==> src/rtl/dhcb_pkg.sv <==
// dhcb_pkg: shared constants, request codes and controller/datapath interface types
// for the d-ary huffman code builder; used by every module of the block
package dhcb_pkg;

   localparam int ALPHABET   = 256;
   localparam int SYM_BITS   = 8;
   localparam int COUNT_BITS = 32;
   localparam int NODE_DEPTH = 512;
   localparam int NODE_BITS  = 9;
   localparam int CNT_BITS   = NODE_BITS + 1;
   localparam int FREQ_BITS  = 47;
   localparam int NODE_W     = FREQ_BITS + 1;
   localparam int CODE_BITS  = 64;
   localparam int LEN_BITS   = 8;
   localparam int ARITY_BITS = 5;
   localparam int DIGIT_BITS = 4;
   localparam int LINK_W     = NODE_BITS + DIGIT_BITS;
   localparam int MIN_ARITY  = 2;
   localparam int MAX_ARITY  = 16;
   localparam int CSR_AW     = 3;
   localparam int CSR_DW     = 32;

   typedef enum logic [1:0] {
      FUNC_COUNT = 2'd0,
      FUNC_LAST  = 2'd1,
      FUNC_QUERY = 2'd2,
      FUNC_CLEAR = 2'd3
   } func_type;

   typedef struct packed {
      logic accept;
      logic hist_clear;
      logic hist_inc;
      logic build_init;
      logic leaf_chk;
      logic tot_init;
      logic tot_step;
      logic pad_wr;
      logic live_init;
      logic merge_init;
      logic scan_init;
      logic scan_cmp;
      logic take;
      logic new_node;
      logic walk_init;
      logic walk_chk;
      logic link_up;
      logic code_wr;
      logic rsp_load;
   } cmd_type;

   typedef struct packed {
      func_type func;
      logic     hist_nz;
      logic     sym_last;
      logic     n_zero;
      logic     total_lt_n;
      logic     pad_done;
      logic     live_one;
      logic     scan_last;
      logic     pick_last;
      logic     at_root;
      logic     out_busy;
   } stat_type;

endpackage

==> src/rtl/dhcb_ctrl.sv <==
// dhcb_ctrl: sequencer for counting, clearing, tree build, code walk and queries
// depends on dhcb_pkg; drives dhcb_datapath through cmd_type and reads stat_type
module dhcb_ctrl (
   input  logic              clock,
   input  logic              reset,
   input  logic              req_valid,
   input  dhcb_pkg::func_type req_func,
   input  dhcb_pkg::stat_type stat,
   output logic              req_ready,
   output dhcb_pkg::cmd_type  cmd
);
   import dhcb_pkg::*;

   typedef enum logic [19:0] {
      S_IDLE  = 20'h00001,
      S_HINC  = 20'h00002,
      S_BINIT = 20'h00004,
      S_LRD   = 20'h00008,
      S_LCHK  = 20'h00010,
      S_TOT0  = 20'h00020,
      S_TOT   = 20'h00040,
      S_PAD   = 20'h00080,
      S_MRG   = 20'h00100,
      S_SRD   = 20'h00200,
      S_SCMP  = 20'h00400,
      S_TAKE  = 20'h00800,
      S_NEW   = 20'h01000,
      S_WINIT = 20'h02000,
      S_WHRD  = 20'h04000,
      S_WHCHK = 20'h08000,
      S_WLRD  = 20'h10000,
      S_WLUP  = 20'h20000,
      S_WWR   = 20'h40000,
      S_QOUT  = 20'h80000
   } state_type;

   state_type state_ff, state_in;

   assign req_ready = (state_ff == S_IDLE);

   always_comb begin
      state_in = state_ff;
      cmd      = '0;
      case (state_ff)
         S_IDLE: begin
            if (req_valid) begin
               cmd.accept = 1'b1;
               case (req_func)
                  FUNC_CLEAR: cmd.hist_clear = 1'b1;
                  FUNC_QUERY: state_in = S_QOUT;
                  default:    state_in = S_HINC;
               endcase
            end
         end
         S_HINC: begin
            cmd.hist_inc = 1'b1;
            state_in = (stat.func == FUNC_LAST) ? S_BINIT : S_IDLE;
         end
         S_BINIT: begin
            cmd.build_init = 1'b1;
            state_in = S_LRD;
         end
         S_LRD: state_in = S_LCHK;
         S_LCHK: begin
            cmd.leaf_chk = 1'b1;
            state_in = stat.sym_last ? S_TOT0 : S_LRD;
         end
         S_TOT0: begin
            if (stat.n_zero) begin
               state_in = S_IDLE;
            end else begin
               cmd.tot_init = 1'b1;
               state_in = S_TOT;
            end
         end
         S_TOT: begin
            if (stat.total_lt_n) cmd.tot_step = 1'b1;
            else state_in = S_PAD;
         end
         S_PAD: begin
            if (stat.pad_done) begin
               cmd.live_init = 1'b1;
               state_in = S_MRG;
            end else begin
               cmd.pad_wr = 1'b1;
            end
         end
         S_MRG: begin
            if (stat.live_one) begin
               state_in = S_WINIT;
            end else begin
               cmd.merge_init = 1'b1;
               cmd.scan_init  = 1'b1;
               state_in = S_SRD;
            end
         end
         S_SRD: state_in = S_SCMP;
         S_SCMP: begin
            cmd.scan_cmp = 1'b1;
            state_in = stat.scan_last ? S_TAKE : S_SRD;
         end
         S_TAKE: begin
            cmd.take = 1'b1;
            if (stat.pick_last) begin
               state_in = S_NEW;
            end else begin
               cmd.scan_init = 1'b1;
               state_in = S_SRD;
            end
         end
         S_NEW: begin
            cmd.new_node = 1'b1;
            state_in = S_MRG;
         end
         S_WINIT: begin
            cmd.walk_init = 1'b1;
            state_in = S_WHRD;
         end
         S_WHRD: state_in = S_WHCHK;
         S_WHCHK: begin
            cmd.walk_chk = 1'b1;
            if (stat.hist_nz) state_in = S_WLRD;
            else state_in = stat.sym_last ? S_IDLE : S_WHRD;
         end
         S_WLRD: state_in = stat.at_root ? S_WWR : S_WLUP;
         S_WLUP: begin
            cmd.link_up = 1'b1;
            state_in = S_WLRD;
         end
         S_WWR: begin
            cmd.code_wr = 1'b1;
            state_in = stat.sym_last ? S_IDLE : S_WHRD;
         end
         S_QOUT: begin
            if (!stat.out_busy) begin
               cmd.rsp_load = 1'b1;
               state_in = S_IDLE;
            end
         end
         default: state_in = S_IDLE;
      endcase
   end

   always_ff @(posedge clock) begin
      if (reset) state_ff <= S_IDLE;
      else state_ff <= state_in;
   end

endmodule

==> config.mk <==
export PLATFORM = sky130hd
export DESIGN_NAME = dhcb_ctrl
export DESIGN_NICKNAME = d
export VERILOG_FILES = /design/src/rtl/dhcb_pkg.sv /design/src/rtl/dhcb_ctrl.sv
export SDC_FILE = /design/constraint.sdc
export NUM_CORES = 1
export LEC_CHECK = 0
export ABC_AREA = 1
export ABC_CLOCK_PERIOD_IN_PS = 2200
export BUFFER_PORTS_ARGS = -buffer_cell sky130_fd_sc_hd__buf_2
export CORE_UTILIZATION = 45
export DETAILED_ROUTE_END_ITERATION = 7
export GPL_TIMING_DRIVEN = 0
export PLACE_DENSITY_LB_ADDON = 0.05
export SLEW_MARGIN = 20
export SYNTH_ARGS = -nofsm -noshare
export SYNTH_HDL_FRONTEND = slang
export SYNTH_SLANG_ARGS = --single-unit
==> constraint.sdc <==
create_clock -name clock -period 2.2 [get_ports clock]
set_input_delay 0 -clock clock [delete_from_list [all_inputs] [get_ports clock]]
set_output_delay 0 -clock clock [all_outputs]
set_load 0.05 [all_outputs]
**Word level (Yosys, flattened, before mapping)**

Cells that the tools add are included.
W data, S select, Z words.

- Divide/modulo/power cells: 0
- Multipliers: 0
- $add $sub $neg: 0
- Eq/ne operators: 28
- Bitwise gates (word level): 0
- Order comparisons: 0
- Mux-type cells: 41
- Reduce and logical (&&, ||, !) cells: 1
- Shift operators: 0

Operators by type and width:

| cell | count |
|---|---|
| $pmux W20 S20 | 1 |
| $mux W20 | 4 |
| $pmux W20 S2 | 1 |
| $mux W1 | 21 |
| $eq A20 B1 Y1 const B | 1 |
| $eq A20 B10 Y1 const B | 1 |
| $eq A20 B11 Y1 const B | 1 |
| $eq A20 B12 Y1 const B | 1 |
| $eq A20 B13 Y1 const B | 1 |
| $eq A20 B14 Y1 const B | 1 |
| $eq A20 B15 Y1 const B | 1 |
| $eq A20 B16 Y1 const B | 1 |
| $eq A20 B17 Y1 const B | 1 |
| $eq A20 B18 Y1 const B | 1 |
| $eq A20 B19 Y1 const B | 1 |
| $eq A20 B2 Y1 const B | 1 |
| $eq A20 B20 Y1 const B | 1 |
| $eq A20 B3 Y1 const B | 1 |
| $eq A20 B4 Y1 const B | 1 |
| $eq A20 B5 Y1 const B | 1 |
| $eq A20 B6 Y1 const B | 1 |
| $eq A20 B7 Y1 const B | 1 |
| $eq A20 B8 Y1 const B | 1 |
| $eq A20 B9 Y1 const B | 1 |
| 15 further kinds | 23 |

- Logic and storage cells: 71
- Memories: 0
- Latch bits: 0
- Flip-flop bits (word level): 20
- Output and inout bits: 20
- Memory bits (read-only): 0
- Bits in writable memories: 0
- Input port bits: 17

**Longest topological paths before layout**

- Depth after elaboration: 4
- Depth in mapped cells: 13
- Gate-level depth less buffers: 12

**Least setup slack after synthesis**

OpenSTA, ideal clock, no wires.

- Kind: reg-to-reg
- Start: reg state_ff[16]
- End: reg state_ff[19]
- Data arrival time: 1854 ps
- Stages on the path, launching flop included: 8
- Setup time: 71 ps
- Path slack: 276 ps
- Buffers on the path: 0
- Required time: 2129 ps
- Clock period less this slack: 1924 ps
- Cells stage by stage: dfxtp_1 > nor2_2 > nand2_2 > nor2_4 > nand3b_1 > nor2_1 > nand3_1 > a21oi_1

- Cells in the longest elaborated chain, start to end: 3
- Elaborated cells on any way between the ends: 27
- Those cells by class: eq/ne: 25; mux: 1; reduce/logical: 1

RTL lines:

| element | line | text |
|---|---|---|
| start, declared | dhcb_ctrl.sv:37 | `state_type state_ff, state_in;` |
| start signal, assigned | dhcb_ctrl.sv:146 | `else state_ff <= state_in;` |
| $eq A20 B1 Y1 (tied with other cells) | dhcb_ctrl.sv:44 | `case (state_ff)` |
| $ne A2 B2 Y1 (no source line) | - |  |
| $reduce_and A5 Y1 (no source line) | - |  |

Several ways; a longest one is shown, not always the timed one.
A chain may end at the register's enable or synchronous reset.

==> key figures <==
STA
  • Clk_skew: 0.0197 ns
  • Period utilization: 0.847
  • Fin. max-slew vios: 0
  • Slew margin rel.: 0.615
  • Peak Freq: 536 MHz
  • Tmin final: 1.86 ns
  • Final Setup Violations: 0
  • RSZ-0062 raised after global routing: false
  • Hold Fails Final Rpt: 0
  • Final TNS setup: 0 ns
  • Worst-Margin Slew: 0.578 ns

Critical path
  • Crit-path max FO: 10
  • Startpoint types: flip-flop
  • Worst Setup End Kind: output pin
  • Critical path arrival: 1.86 ns
  • Critical path type: flip-flop to output pin
  • Worst Path Required: roughly 2.2 ns

Power
  • Leak pwr: between 1 and 1.5 nW
  • Worst VDD drop: 0.000330 V
  • Power density cells: 502 nW/µm²
  • Pwr Total: ~0.93 mW

Hold path
  • Hold Path Class: input pin to flip-flop

Clock tree
  • Clock Pin Slew Worst Setup and Hold Paths: 0.13 ns
  • CTS Buf Count: 3
  • H-tree levels: 1
  • Clock Path Buffers: 2
  • Root Driver: clkbuf_4
  • Postcts setup bufs: 0
  • Clk_lat worst skew: 0.32 ns
  • CTS tree: yes
  • CTS sink count: 20

Global routing
  • Vias in the first global route: 1323
  • Gr usage total: 0.222
  • GRT Residual Overflow: 0
  • Initial antenna violation count: 0
  • Pin count of the biggest net entering global routing: 13
  • First-pass GRT wire length: approximately 5900 µm

Floorplanning
  • Die height: 59.7 µm
  • IO Pins: 37
  • # rows: 20
  • Starting Density: 0.483
  • Die width: 59.7 µm
  • Core ar.: 3100 µm²
  • Die area: approximately 3600 µm²

Synthesis
  • Cell area after synthesis: 1500 µm²
  • Cell variety after synth: 31
  • Yosys warns: 0
  • Cell count after synthesis: around 220
  • FFs w/ async S/R, synth: 0
  • Seq cells post-synth: 20
  • Syn Nets: 236
  • Mean post-synth cell area: 6.84 µm²
  • Area leader, netlist: dfxtp_1
  • EDFF count, synth: 0
  • Top cells by area, synth: dfxtp_1 27%, inv_1 10%, nand3_1 8.0%, nand2_1 8.0%, nor2_1 7.0%
  • Commonest cells in the netlist: 41 x inv_1, 32 x nand2_1, 28 x nor2_1
  • Yosys top cell area share: 0.267
  • Seq/Total Area, Yosys: 0.267
  • Top-count cell post-synth: inv_1
  • Synth Flop Type: dfxtp_1

Drt
  • Vias per cell: about 4.7
  • DR WL/cell: ~11 µm
  • Initial DRC count: 56
  • Post-Route WL: 3530 µm
  • Residual DRC: 0
  • DR pass1 iterations: 4
  • Via count: 1462
  • Post-route ant nets: 0

Final layout
  • Largest Register: state_ff
  • Largest register FFs: 20
  • Synth-to-layout area growth: 23.9%
  • N_diodes: 0
  • Nets: roughly 280
  • Largest registers: state_ff: 20 flops
  • Layout cells sized above 1: 0.305

Run
  • Maxcap violations: 0

Run status
  • Status: finished clean

Placed design
  • Final HPWL DP: 2800 µm
  • Port buffer count: 36
  • Gpl congestion: 0.902
==> what timing repair did <==
action	CTS	global route
resized for setup	0	0
hold endpoints to repair	9	0
hold buffers	7	0
==> stage by stage <==
step	std cells	area (µm²)	hold WS, ns	utilization	worst slack, ns
global placement	299	1730	0.184	0.559	0.557
global route	310	1860	0.0173	0.598	0.196
CTS	310	1860	0.00289	0.598	0.324
finish	310	1860	0.00848	0.598	0.336
detailed placement	299	1730	0.182	0.559	0.558
floorplan	219	1500	0.0695	-	0.276
==> cells in the final DEF (no fill, tap or decap), drive strengths merged, types with 2 or more instances in the layout <==
cell type     n
clkbuf        4
nand3b        4
nor3b         3
o21ai         2
nand2        44
nor2         45
inv          43
dlygate4sd3   7
nand3        26
buf          38
nor3         11
a21oi         5
dfxtp        20
and3          3
nand4         5
==> cell type report <==
class / instances / area [µm²]
sequential: 20 / 400
fill: 341 / 1250
tap: 44 / 55.1
inverter: 43 / 164
buffer: 3 / 26.3
clock inverter: 1 / 30.0
multi-input combinational: 153 / 908
clock buffer: 3 / 22.5
timing repair buffer: 43 / 250
==> cell families after synthesis <==
kind of cell,Yosys count,share of synthesized area
flops,20,0.267
compound gates,11,0.0501
simple gates,142,0.556
buf+inv,46,0.127
==> power breakdown <==
group          total, mW  switching [mW]  internal, mW
clock network      0.307           0.122         0.184
logic              0.250           0.162        0.0883
registers          0.376         0.00734         0.368
total              0.932           0.291         0.641
==> final timing paths <==
path,startpoint,endpoint,slack (ns),depth (start not counted)
setup reg to reg,state_ff[16]$_SDFFE_PP0P_,state_ff[0]$_SDFFE_PP1P_,0.55,12
setup / recovery,state_ff[0]$_SDFFE_PP1P_,cmd[8],0.34,7
hold / removal,stat[0],state_ff[19]$_SDFFE_PP0P_,0.008,3
hold reg to reg,state_ff[0]$_SDFFE_PP1P_,state_ff[0]$_SDFFE_PP1P_,0.60,2
==> critical path, stage by stage (launching register included) <==
cell and delay [ns]:
dfxtp_1 0.37, nor2_4 0.17, nand2_4 0.10, nor2_4 0.15, buf_6 0.16, nand3_1 0.14, o22ai_2 0.17, buf_2 0.30
==> routing by layer <==
layer,vias up,track usage,share of wire
met3,2,0.0390,0.042
li1,783,-,-
met2,30,0.373,0.47
met1,647,0.304,0.48
met4,0,0.0299,0.0034
met5,-,0,0
(Power assumes the default switching activity.)
